File: src/rtl/core/usi_pkg.sv
`default_nettype none

package usi_pkg;

   // widths fixed by the record format
   localparam int unsigned OffsetBitsDefault = 40;
   localparam int unsigned RecOffsetW        = 40;
   localparam int unsigned NewlineW          = 32;
   localparam int unsigned IntervalW         = 25;
   localparam int unsigned CodePointW        = 21;

   localparam logic [IntervalW-1:0] IntervalReset = 25'd65536;

   // record kinds
   localparam logic RecCheckpoint = 1'b0;
   localparam logic RecSummary    = 1'b1;

   // byte classes
   localparam logic [7:0] LeadMask2 = 8'hE0;
   localparam logic [7:0] LeadTag2  = 8'hC0;
   localparam logic [7:0] LeadMask3 = 8'hF0;
   localparam logic [7:0] LeadTag3  = 8'hE0;
   localparam logic [7:0] LeadMask4 = 8'hF8;
   localparam logic [7:0] LeadTag4  = 8'hF0;
   localparam logic [7:0] ContMask  = 8'hC0;
   localparam logic [7:0] ContTag   = 8'h80;

   // code point limits
   localparam logic [CodePointW-1:0] SurrogateLo = 21'h00D800;
   localparam logic [CodePointW-1:0] SurrogateHi = 21'h00DFFF;
   localparam logic [CodePointW-1:0] CodePointMax = 21'h10FFFF;
   localparam logic [CodePointW-1:0] BmpMax      = 21'h00FFFF;
   localparam logic [CodePointW-1:0] Newline     = 21'h00000A;

   // record queue
   localparam int unsigned RecFifoDepth = 4;
   localparam int unsigned RecPtrW      = 2;
   localparam int unsigned RecCntW      = 3;

   typedef struct packed {
      logic                  record_kind;
      logic [RecOffsetW-1:0] byte_offset;
      logic [RecOffsetW-1:0] cu_offset;
      logic [NewlineW-1:0]   newline_count;
      logic                  text_valid;
      logic                  last_of_run;
   } usi_rec_type;

   // records written into the queue in the same cycle
   typedef struct packed {
      logic [1:0]  count;
      usi_rec_type first;
      usi_rec_type second;
   } usi_push_type;

   // low bits of an offset as carried in a record
   function automatic logic [RecOffsetW-1:0] rec_offset(input logic [63:0] value);
      return value[RecOffsetW-1:0];
   endfunction

endpackage

`default_nettype wire

File: src/rtl/core/usi_req_if.sv
`default_nettype none

interface usi_req_if;
   import usi_pkg::*;

   logic       valid;
   logic       ready;
   logic [7:0] data_byte;
   logic       end_of_text;

   modport source (output valid, output data_byte, output end_of_text, input ready);
   modport sink   (input valid, input data_byte, input end_of_text, output ready);
endinterface

`default_nettype wire

File: src/rtl/core/usi_rsp_if.sv
`default_nettype none

interface usi_rsp_if;
   import usi_pkg::*;

   logic                  valid;
   logic                  ready;
   logic                  record_kind;
   logic [RecOffsetW-1:0] byte_offset;
   logic [RecOffsetW-1:0] cu_offset;
   logic [NewlineW-1:0]   newline_count;
   logic                  text_valid;
   logic                  last_of_run;

   modport source (output valid, output record_kind, output byte_offset, output cu_offset,
                   output newline_count, output text_valid, output last_of_run,
                   input ready);
   modport sink   (input valid, input record_kind, input byte_offset, input cu_offset,
                   input newline_count, input text_valid, input last_of_run,
                   output ready);
endinterface

`default_nettype wire

File: src/rtl/core/usi_rec_fifo.sv
`default_nettype none

module usi_rec_fifo (
   input  logic                  clock,
   input  logic                  reset,
   input  usi_pkg::usi_push_type push,
   output logic                  room,
   output logic                  out_valid,
   input  logic                  out_ready,
   output usi_pkg::usi_rec_type  out_rec
);
   import usi_pkg::*;

   usi_rec_type        rec_mem_ff [RecFifoDepth];
   logic [RecPtrW-1:0] wr_ptr_ff, wr_ptr_in;
   logic [RecPtrW-1:0] rd_ptr_ff, rd_ptr_in;
   logic [RecCntW-1:0] count_ff, count_in;
   logic               pop;
   logic [RecPtrW-1:0] wr_ptr_next;

   // space for two records keeps a full beat from ever overflowing
   assign room      = (count_ff <= RecCntW'(RecFifoDepth - 2));
   assign out_valid = (count_ff != '0);
   assign out_rec   = rec_mem_ff[rd_ptr_ff];
   assign pop       = out_valid & out_ready;
   assign wr_ptr_next = wr_ptr_ff + RecPtrW'(1);

   // pointer and fill level
   always_comb begin
      wr_ptr_in = wr_ptr_ff + RecPtrW'(push.count);
      rd_ptr_in = pop ? rd_ptr_ff + RecPtrW'(1) : rd_ptr_ff;
      count_in  = count_ff + RecCntW'(push.count) - RecCntW'(pop);
   end

   always_ff @(posedge clock) begin
      if (reset) begin
         wr_ptr_ff <= '0;
         rd_ptr_ff <= '0;
         count_ff  <= '0;
      end else begin
         wr_ptr_ff <= wr_ptr_in;
         rd_ptr_ff <= rd_ptr_in;
         count_ff  <= count_in;
      end
   end

   // record storage, up to two writes a cycle
   always_ff @(posedge clock) begin
      if (push.count != 2'd0) begin
         rec_mem_ff[wr_ptr_ff] <= push.first;
      end
      if (push.count == 2'd2) begin
         rec_mem_ff[wr_ptr_next] <= push.second;
      end
   end

endmodule

`default_nettype wire

File: src/rtl/core/utf8_scan_indexer_core.sv
`default_nettype none
// output: each record goes into a four-entry record queue and is offered on rsp_if
// throughput: one byte per cycle while req_if.ready is high; a byte that causes
//    two records pushes both; records leave at one per cycle while rsp_if.ready is high
// req_if.ready drops only while that queue holds more than two records
// reset (synchronous, active high) clears all text state and empties the queue;
//    the checkpoint interval returns to 65536

module utf8_scan_indexer_core #(
   parameter int unsigned OFFSET_BITS = usi_pkg::OffsetBitsDefault
) (
   input  logic                           clock,
   input  logic                           reset,
   input  logic                           csr_wr_en,
   input  logic [usi_pkg::IntervalW-1:0]  csr_wr_data,
   usi_req_if.sink                        req_if,
   usi_rsp_if.source                      rsp_if
);
   import usi_pkg::*;

   localparam int unsigned CmpW = (OFFSET_BITS > IntervalW) ? OFFSET_BITS : IntervalW;

   // text state
   logic [IntervalW-1:0]   interval_ff;
   logic [1:0]             pend_ff, pend_in;
   logic [CodePointW-1:0]  partial_ff, partial_in;
   logic [2:0]             seq_len_ff, seq_len_in;
   logic [OFFSET_BITS-1:0] bp_ff, bp_in;
   logic [OFFSET_BITS-1:0] dist_ff, dist_in;
   logic [OFFSET_BITS-1:0] cu_ff, cu_in;
   logic [NewlineW-1:0]    nl_ff, nl_in;
   logic                   failed_ff, failed_in;

   // decode signals
   logic                   accept;
   logic [7:0]             b;
   logic                   done;
   logic                   good;
   logic [CodePointW-1:0]  cp;
   logic [1:0]             dec_pend;
   logic [CodePointW-1:0]  dec_partial;
   logic [2:0]             dec_seq_len;
   logic                   dec_failed;
   logic [2:0]             code_len;

   // counter signals
   logic [OFFSET_BITS:0]   bp_sum;
   logic [OFFSET_BITS-1:0] bp_new;
   logic [2:0]             bp_delta;
   logic [OFFSET_BITS-1:0] dist_sum;
   logic [1:0]             cu_units;
   logic [OFFSET_BITS:0]   cu_sum;
   logic [OFFSET_BITS-1:0] cu_new;
   logic [NewlineW-1:0]    nl_new;
   logic                   ckpt;
   logic [OFFSET_BITS-1:0] bp_rec, cu_rec;
   logic [NewlineW-1:0]    nl_rec;
   logic                   summary_valid;

   usi_rec_type            ckpt_rec, sum_rec, out_rec;
   usi_push_type           push;
   logic                   room;
   logic                   out_valid;

   assign accept = req_if.valid & req_if.ready;
   assign b      = req_if.data_byte;

   // byte decode: lead or continuation
   always_comb begin
      dec_pend    = pend_ff;
      dec_partial = partial_ff;
      dec_seq_len = seq_len_ff;
      dec_failed  = failed_ff;
      done        = 1'b0;
      good        = 1'b0;
      cp          = '0;
      code_len    = (pend_ff == 2'd0) ? 3'd1 : seq_len_ff;
      if (!failed_ff) begin
         if (pend_ff == 2'd0) begin
            if (!b[7]) begin
               cp          = CodePointW'(b);
               dec_seq_len = 3'd1;
               done        = 1'b1;
            end else if ((b & LeadMask2) == LeadTag2) begin
               dec_partial = CodePointW'(b[4:0]);
               dec_pend    = 2'd1;
               dec_seq_len = 3'd2;
            end else if ((b & LeadMask3) == LeadTag3) begin
               dec_partial = CodePointW'(b[3:0]);
               dec_pend    = 2'd2;
               dec_seq_len = 3'd3;
            end else if ((b & LeadMask4) == LeadTag4) begin
               dec_partial = CodePointW'(b[2:0]);
               dec_pend    = 2'd3;
               dec_seq_len = 3'd4;
            end else begin
               dec_failed = 1'b1;
            end
         end else if ((b & ContMask) != ContTag) begin
            dec_failed = 1'b1;
         end else begin
            dec_partial = {partial_ff[CodePointW-7:0], b[5:0]};
            dec_pend    = pend_ff - 2'd1;
            if (pend_ff == 2'd1) begin
               cp   = dec_partial;
               done = 1'b1;
            end
         end
         // finished code point: reject surrogates and values past the last plane
         if (done) begin
            dec_partial = '0;
            dec_seq_len = 3'd0;
            if ((cp >= SurrogateLo && cp <= SurrogateHi) || cp > CodePointMax) begin
               dec_failed = 1'b1;
            end else begin
               good = 1'b1;
            end
         end
      end
   end

   // saturating byte count and distance since the last checkpoint
   always_comb begin
      bp_sum   = {1'b0, bp_ff} + (OFFSET_BITS+1)'(code_len);
      bp_new   = bp_sum[OFFSET_BITS] ? '1 : bp_sum[OFFSET_BITS-1:0];
      bp_delta = bp_sum[OFFSET_BITS] ? ~bp_ff[2:0] : code_len;
      dist_sum = dist_ff + OFFSET_BITS'(bp_delta);
      ckpt     = good && (CmpW'(dist_sum) >= CmpW'(interval_ff));
   end

   // saturating code unit and newline counts
   always_comb begin
      cu_units = (cp > BmpMax) ? 2'd2 : 2'd1;
      cu_sum   = {1'b0, cu_ff} + (OFFSET_BITS+1)'(cu_units);
      cu_new   = cu_sum[OFFSET_BITS] ? '1 : cu_sum[OFFSET_BITS-1:0];
      nl_new   = (cp == Newline && nl_ff != '1) ? nl_ff + NewlineW'(1) : nl_ff;
   end

   // values after this byte, before an end-of-text clear
   always_comb begin
      bp_rec        = good ? bp_new : bp_ff;
      cu_rec        = good ? cu_new : cu_ff;
      nl_rec        = good ? nl_new : nl_ff;
      summary_valid = !dec_failed && (dec_pend == 2'd0);
   end

   // next state; the last byte of a text starts the next one from zero
   always_comb begin
      if (req_if.end_of_text) begin
         pend_in    = '0;
         partial_in = '0;
         seq_len_in = '0;
         bp_in      = '0;
         dist_in    = '0;
         cu_in      = '0;
         nl_in      = '0;
         failed_in  = 1'b0;
      end else begin
         pend_in    = dec_pend;
         partial_in = dec_partial;
         seq_len_in = dec_seq_len;
         bp_in      = bp_rec;
         dist_in    = ckpt ? '0 : (good ? dist_sum : dist_ff);
         cu_in      = cu_rec;
         nl_in      = nl_rec;
         failed_in  = dec_failed;
      end
   end

   always_ff @(posedge clock) begin
      if (reset) begin
         pend_ff    <= '0;
         partial_ff <= '0;
         seq_len_ff <= '0;
         bp_ff      <= '0;
         dist_ff    <= '0;
         cu_ff      <= '0;
         nl_ff      <= '0;
         failed_ff  <= 1'b0;
      end else if (accept) begin
         pend_ff    <= pend_in;
         partial_ff <= partial_in;
         seq_len_ff <= seq_len_in;
         bp_ff      <= bp_in;
         dist_ff    <= dist_in;
         cu_ff      <= cu_in;
         nl_ff      <= nl_in;
         failed_ff  <= failed_in;
      end
   end

   // checkpoint interval register
   always_ff @(posedge clock) begin
      if (reset) begin
         interval_ff <= IntervalReset;
      end else if (csr_wr_en) begin
         interval_ff <= csr_wr_data;
      end
   end

   // records for this beat: checkpoint first, then summary
   always_comb begin
      ckpt_rec.record_kind   = RecCheckpoint;
      ckpt_rec.byte_offset   = rec_offset(64'(bp_rec));
      ckpt_rec.cu_offset     = rec_offset(64'(cu_rec));
      ckpt_rec.newline_count = '0;
      ckpt_rec.text_valid    = 1'b0;
      ckpt_rec.last_of_run   = !req_if.end_of_text;

      sum_rec.record_kind    = RecSummary;
      sum_rec.byte_offset    = rec_offset(64'(bp_rec));
      sum_rec.cu_offset      = rec_offset(64'(cu_rec));
      sum_rec.newline_count  = nl_rec;
      sum_rec.text_valid     = summary_valid;
      sum_rec.last_of_run    = 1'b1;

      push.count  = accept ? (2'(ckpt) + 2'(req_if.end_of_text)) : 2'd0;
      push.first  = ckpt ? ckpt_rec : sum_rec;
      push.second = sum_rec;
   end

   usi_rec_fifo u_rec_fifo (
      .clock     (clock),
      .reset     (reset),
      .push      (push),
      .room      (room),
      .out_valid (out_valid),
      .out_ready (rsp_if.ready),
      .out_rec   (out_rec)
   );

   // channel ports
   assign req_if.ready         = room;
   assign rsp_if.valid         = out_valid;
   assign rsp_if.record_kind   = out_rec.record_kind;
   assign rsp_if.byte_offset   = out_rec.byte_offset;
   assign rsp_if.cu_offset     = out_rec.cu_offset;
   assign rsp_if.newline_count = out_rec.newline_count;
   assign rsp_if.text_valid    = out_rec.text_valid;
   assign rsp_if.last_of_run   = out_rec.last_of_run;

endmodule

`default_nettype wire
File: src/flat_wrapper.sv
// flat-port wrapper written by rule: the top's interface ports become plain ports
module utf8_scan_indexer_core_flat import usi_pkg::*;
#(
   parameter int unsigned OFFSET_BITS = usi_pkg::OffsetBitsDefault
)
  (clock, reset, csr_wr_en, csr_wr_data, req_if_valid, req_if_data_byte, req_if_end_of_text, req_if_ready, rsp_if_valid, rsp_if_record_kind, rsp_if_byte_offset, rsp_if_cu_offset, rsp_if_newline_count, rsp_if_text_valid, rsp_if_last_of_run, rsp_if_ready);
  usi_req_if req_if_i ();
  usi_rsp_if rsp_if_i ();
  input  logic clock;
  input  logic reset;
  input  logic csr_wr_en;
  input  logic [usi_pkg::IntervalW-1:0] csr_wr_data;
  input wire logic [$bits(req_if_i.valid)-1:0] req_if_valid;
  input wire logic [$bits(req_if_i.data_byte)-1:0] req_if_data_byte;
  input wire logic [$bits(req_if_i.end_of_text)-1:0] req_if_end_of_text;
  output wire logic [$bits(req_if_i.ready)-1:0] req_if_ready;
  output wire logic [$bits(rsp_if_i.valid)-1:0] rsp_if_valid;
  output wire logic [$bits(rsp_if_i.record_kind)-1:0] rsp_if_record_kind;
  output wire logic [$bits(rsp_if_i.byte_offset)-1:0] rsp_if_byte_offset;
  output wire logic [$bits(rsp_if_i.cu_offset)-1:0] rsp_if_cu_offset;
  output wire logic [$bits(rsp_if_i.newline_count)-1:0] rsp_if_newline_count;
  output wire logic [$bits(rsp_if_i.text_valid)-1:0] rsp_if_text_valid;
  output wire logic [$bits(rsp_if_i.last_of_run)-1:0] rsp_if_last_of_run;
  input wire logic [$bits(rsp_if_i.ready)-1:0] rsp_if_ready;
  assign req_if_i.valid = req_if_valid;
  assign req_if_i.data_byte = req_if_data_byte;
  assign req_if_i.end_of_text = req_if_end_of_text;
  assign req_if_ready = req_if_i.ready;
  assign rsp_if_valid = rsp_if_i.valid;
  assign rsp_if_record_kind = rsp_if_i.record_kind;
  assign rsp_if_byte_offset = rsp_if_i.byte_offset;
  assign rsp_if_cu_offset = rsp_if_i.cu_offset;
  assign rsp_if_newline_count = rsp_if_i.newline_count;
  assign rsp_if_text_valid = rsp_if_i.text_valid;
  assign rsp_if_last_of_run = rsp_if_i.last_of_run;
  assign rsp_if_i.ready = rsp_if_ready;
  utf8_scan_indexer_core #(.OFFSET_BITS(OFFSET_BITS)) u_core (.clock(clock), .reset(reset), .csr_wr_en(csr_wr_en), .csr_wr_data(csr_wr_data), .req_if(req_if_i), .rsp_if(rsp_if_i));
endmodule
File: config.mk
export PLATFORM = sky130hd
export DESIGN_NAME = utf8_scan_indexer_core_flat
export DESIGN_NICKNAME = d
export VERILOG_FILES = /design/src/rtl/core/usi_pkg.sv /design/src/rtl/core/usi_req_if.sv /design/src/rtl/core/usi_rsp_if.sv /design/src/rtl/core/usi_rec_fifo.sv /design/src/rtl/core/utf8_scan_indexer_core.sv /design/src/flat_wrapper.sv
export SDC_FILE = /design/constraint.sdc
export NUM_CORES = 1
export LEC_CHECK = 0
export BUFFER_PORTS_ARGS = -buffer_cell sky130_fd_sc_hd__clkbuf_2
export CORE_MARGIN = 5
export CORE_UTILIZATION = 25
export DETAILED_ROUTE_END_ITERATION = 10
export HOLD_SLACK_MARGIN = 0.03
export SLEW_MARGIN = 10
export SYNTH_ARGS = -nofsm -noshare
export SYNTH_HDL_FRONTEND = slang
export SYNTH_SLANG_ARGS = --single-unit
File: constraint.sdc
create_clock -name clock -period 13.05 [get_ports clock]
set_input_delay 3.2625 -clock clock [delete_from_list [all_inputs] [get_ports clock]]
set_output_delay 3.2625 -clock clock [all_outputs]
set_load 0.005 [all_outputs]
# After elaboration in Yosys (flattened, before gate mapping)
# Memories as Yosys holds them, arrays and structs flattened. A register that Yosys moved wholly into a read port is not among the register bits.
# Cells that the tools add are included.
# Widths: inputs -> output; s select.
[totals]
reg_bits = 205
ramBits = 460
input_bits = 39
output_inout_bits = 117
memories = 1
[classes]
add_sub_neg = 11
order_cmp = 6
n_eq_ne = 13
mux = 72
bitwise = 3
n_reduce_logical = 16
[memory_table]
columns = ["memory", "words", "word_bits", "rd", "rd_clocked_by_memory_dff", "wr", "line_no", "rtl"]
rows = [
  ["u_core.u_rec_fifo.rec_mem_ff", 4, 115, 1, 1, 2, "usi_rec_fifo.sv:14", "usi_rec_type rec_mem_ff [RecFifoDepth];"],
]
[ops]
columns = ["cell", "count"]
rows = [
  ["$mux 40", 9],
  ["$mux 15", 9],
  ["$mux 115", 1],
  ["$mux 21", 5],
  ["$mux 32", 3],
  ["$add 40x2->41", 1],
  ["$add 40x3->41", 1],
  ["$add 40x3->40", 1],
  ["$ge 40x25->1", 1],
  ["$add 32x1->32 const B", 1],
  ["$ne 32x32->1 const B", 1],
  ["$mux 3", 10],
  ["$mux 2", 12],
  ["$mux 1", 22],
  ["$eq 21x4->1 const B", 1],
  ["$ge 21x16->1 const B", 1],
  ["$gt 21x16->1 const B", 1],
  ["$gt 21x21->1 const B", 1],
  ["$le 21x16->1 const B", 1],
  ["$reduce_bool 3->1", 3],
  ["$mux 7", 1],
  ["$ne 6x1->1 const B", 1],
  ["$ne 6x6->1 const B", 1],
  ["$eq 5x5->1 const B", 1],
  ["other kinds (24)", 32],
]

# Depth between registers and ports, before layout
[depth]
ltp_word = 17
depth_mapped = 38
ltp_nobuf = 33

# Modules after synthesis
# Synthesis repeated with hierarchy kept, for this count alone.
[unflattened]
cells_unflattened = 2830
hier_area_um2 = 35242.6
[modules_own_cells]
columns = ["module", "n_inst", "cells_each", "area_per_inst_um2", "seq_area_each_um2"]
rows = [
  ["usi_rec_fifo", 1, 1167, 22555.4, 13993.4],
  ["utf8_scan_indexer_core", 1, 1663, 12687.2, 3963.8],
]

# Worst setup path before layout
# Ideal clock, no wire load.
[synth_path]
path_kind = "register to register"
startpoint = "register u_core.pend_ff[0]"
endpoint = "memory u_core.u_rec_fifo.rec_mem_ff[3][100] in the netlist's numbering, enable pin"
setup_time_ns = 0.466
arrival_time_ns = 9.166
t_required_ns = 12.584
slack_ns = 3.418
path_stages_with_launch = 35
path_buffers = 5
period_less_slack_ns = 9.632
cell_sequence = "dfxtp_1 -> inv_1 -> ha_1 -> clkbuf_1 -> nor2_1 -> inv_1 -> ha_1 -> fa_1 -> a21oi_1 -> or3b_2 -> clkbuf_1 -> mux2i_1 -> ha_1 -> fa_1 -> a21oi_1 -> nor3_1 -> and3_1 -> and3_1 -> nor2b_1 -> or2_2 -> ha_1 -> nand4_1 -> a211oi_1 -> a211oi_1 -> o21ai_0 -> nor4_4 -> a21oi_2 -> buf_2 -> ha_1 -> or3_1 -> nand2_1 -> nand2_1 -> clkbuf_1 -> buf_1 -> inv_1"
[synth_rtl]
columns = ["element", "line_no", "rtl"]
rows = [
  ["from (decl)", "utf8_scan_indexer_core.sv:25", "logic [1:0] pend_ff, pend_in;"],
  ["from (signal assigned)", "utf8_scan_indexer_core.sv:181", "pend_ff <= pend_in;"],
  ["to (decl)", "usi_rec_fifo.sv:14", ""],
]

==> flow_summary.ini <==
[run_status]
status = completed

[route]
avgViaCountPerCell = 4.864
post_drt_wl_per_cell_microns = 18.95
drtIter0Drc = 1911
wl_mm = 90.63
num_vias = 23270
ant_nets = 0
drc = 0
dr.pass1.iters = 6

[die]
num_io_pins = 156
dieArea_sq_um = 135800
dieWidth_microns = 368.5
die-height_microns = 368.5
core_sq_um = 127700
num_rows = 131
initial_utilization = 0.2517

[timing]
setup_violations = 0
fin_ws_ps = 2893
fmax_ghz = 0.09846
min_period_ps = 10160
fin_crit_sh = 0.7783
timing.slew.headroom = 0.2199
rsz0062_at_grt = no
fin_tns_setup_ps = 0
finalHoldViolations = 0
worstMarginPinSlew_ps = 1170
slew_violations = 0
skew_ps = 28.59

[placement]
routabilityCongestion = 0.8292
dp_hpwl_mm = 58.27
portBuffers = 155
dp_cells = 4649
pre_cts_ws_ps = 2916
placed_cell_area_sq_um = 34620

[cells_and_area]
final_cells = 4784
fill_cells = 13040
layout_common_cells = nor2_1, edfxtp_1, nand2_1
nNetsFinal = 3146
stdcell_area_sq_um = 37140
area_growth_pct = 15.58
drive_above_1_share = 0.1519
final_common_cell = nor2_1

[pwr]
vdd_drop_max_v = 0.00009952
powerDensity_nw_per_um2 = 147.1
power.total_mw = 5.464
leakagePower_nw = 12.44

[clock_tree]
htreeDepth = 3
clk_latency_ps = 630
cts_hold_buf = 0
ctsResizeCount = 0
clockBufferDepth = 3
cts_buffers = 72
clock_sinks = 667
cts_tree = yes
path_clk_slew_ps = 60
cts_setup_buffers = 0
root_buffer = clkbuf_16

[yosys]
synth.avg_cell_area_sq_um = 10.74
ys_ff_latch = 667
ys_types = 68
synth_edf_count = 452
syn-num-nets = 3076
ys_seq_area_frac = 0.5563
yosys_warnings = 0
async_reset_ff_frac = 0
syn_area_sq_um = 32130
netlist_instances = 2991
ys.flop_type = edfxtp_1

[grt]
grt_pass1_wl_mm = 138.8
grt_pass1_vias = 22630
grt_usage = 0.1295
overflow = 0
grt_max_degree = 75
antenna_found_initial = 10

[worst_setup_path]
crit_path_start_kind = flip-flop
cp-end-kind = flip-flop
worstPathRequired_ps = 13280
arrival_ps = 10390
crit_fanout = 72
cpPeakStageDelay_ps = 760
critPathKind = flip-flop to flip-flop
crit_top_cell = ha_1
critPathSlowestCell = buf_4

[hold_path]
hold_path_class = flip-flop to flip-flop

[run]
maxCapViolations = 0
-- registers in the layout (all words and copies together) (netlist names), named ones only --
name / count
u_core.u_rec_fifo.count_ff: 3
u_core.pend_ff: 2
u_core.failed_ff: 1
u_core.dist_ff: 40
u_core.u_rec_fifo.wr_ptr_ff: 2
u_core.interval_ff: 25
u_core.bp_ff: 40
u_core.cu_ff: 40
u_core.nl_ff: 32
u_core.u_rec_fifo.rd_ptr_ff: 2
u_core.partial_ff: 15
u_core.seq_len_ff: 3
u_core.u_rec_fifo.rec_mem_ff: 460
-- layout make-up --
class	count	area (sq um)	share of cell area
flip-flops and latches	667	17880	0.4815
multi-input cells	2046	13270	0.3571
clock buffers	102	2097	0.05646
well taps	1662	2079	0.05599
repair buffers	193	1076	0.02897
clock inverters	31	420.4	0.01132
inverters	81	314.1	0.008455
diodes	2	5.005	0.0001347
-- critical path: cells and delay by family, from the launching register on --
kind                     cells  cell delay, ps
flip-flops                   1             380
AND/OR/NAND/NOR             13            3310
buffers and inverters        5            2100
AO/OA/AOI/OAI                6            1690
multiplexers                 1             220
adder cells (fa/ha/maj)      7            1980
-- layer usage --
layer  up-vias  part of all wire  global-route usage
li1      10950                 -                   -
met1     11490              0.44              0.1733
met4         4             0.020             0.02884
met2       705              0.49              0.2210
met5         -           0.00036                   0
met3       118             0.055             0.02124
-- cell usage after synthesis (4+ instances only) --
library cell / count / share of area
nor3_1: 73 / 0.011
and2_1: 33 / 0.0064
mux4_2: 115 / 0.081
nand2b_1: 9 / 0.0018
nand3_1: 83 / 0.013
buf_2: 14 / 0.0022
a2bb2oi_1: 5 / 0.0014
o211ai_1: 15 / 0.0035
inv_1: 81 / 0.0095
nor4_2: 4 / 0.0016
edfxtp_1: 452 / 0.42
o21ai_0: 190 / 0.030
nand4_1: 39 / 0.0076
a22o_1: 22 / 0.0060
mux2i_1: 30 / 0.0093
a31oi_1: 12 / 0.0023
nor2_1: 528 / 0.062
a21oi_1: 108 / 0.017
xor2_1: 39 / 0.011
and4_1: 16 / 0.0044
nand2_1: 311 / 0.036
o21a_1: 6 / 0.0014
dfxtp_1: 215 / 0.13
or3_1: 17 / 0.0033
buf_1: 21 / 0.0025
nor3b_1: 52 / 0.012
buf_6: 5 / 0.0018
or4_1: 8 / 0.0019
o22ai_1: 12 / 0.0023
xnor2_1: 73 / 0.020
fa_1: 4 / 0.0025
nor2b_1: 17 / 0.0033
ha_1: 42 / 0.016
and3_1: 33 / 0.0064
a22oi_1: 26 / 0.0061
a21o_1: 6 / 0.0014
a211oi_1: 8 / 0.0019
clkbuf_1: 156 / 0.018
o31ai_1: 33 / 0.0077
or2_2: 14 / 0.0027
nor4_1: 16 / 0.0031
o21ai_1: 9 / 0.0014
-- per-stage QoR --
stage / util / hold WS, ps
after floorplan: - / 424.5
after global placement: 0.2711 / 438.7
after detailed placement: 0.2711 / 455.7
after CTS: 0.2909 / 469.4
after global routing: 0.2909 / 489.8
final: 0.2909 / 468.1
-- worst paths after layout --
path                                                          start                                           endpoint  slack, ps  depth (start not counted)
setup / recovery                     u_core.pend_ff[0]$_SDFFE_PP0P_      u_core.u_rec_fifo.rec_mem_ff[3][72]$_DFFE_PP_       2890                         32
hold / removal    u_core.u_rec_fifo.rec_mem_ff[0][114]$_SDFFE_PP1N_  u_core.u_rec_fifo.rec_mem_ff[0][114]$_SDFFE_PP1N_        470                          2
setup reg to reg                     u_core.pend_ff[0]$_SDFFE_PP0P_      u_core.u_rec_fifo.rec_mem_ff[3][72]$_DFFE_PP_       2890                         32
hold reg to reg   u_core.u_rec_fifo.rec_mem_ff[0][114]$_SDFFE_PP1N_  u_core.u_rec_fifo.rec_mem_ff[0][114]$_SDFFE_PP1N_        470                          2
-- kinds of logic (layout without fill, tap and decap cells) --
| group | after synthesis | count (layout) | share of synthesized area |
|---|---|---|---|
| xor+xnor | 112 | 112 | 0.03053 |
| simple gates | 1267 | 1267 | 0.1814 |
| buf+inv | 278 | 407 | 0.03430 |
| fa+ha+maj | 46 | 46 | 0.01885 |
| other cells | 0 | 2 | 0 |
| compound gates | 474 | 474 | 0.08796 |
| mux | 147 | 147 | 0.09064 |
| flops | 667 | 667 | 0.5563 |
-- power by group --
group / internal (mW) / total [mW] / switching, mW / leakage (nW)
clock: 1.29 / 2.16 / 0.875 / 1.23
combinational: 0.376 / 0.907 / 0.531 / 4.89
sequential: 2.32 / 2.39 / 0.0702 / 6.32
No activity file was read; power rests on OpenSTA's default activity.
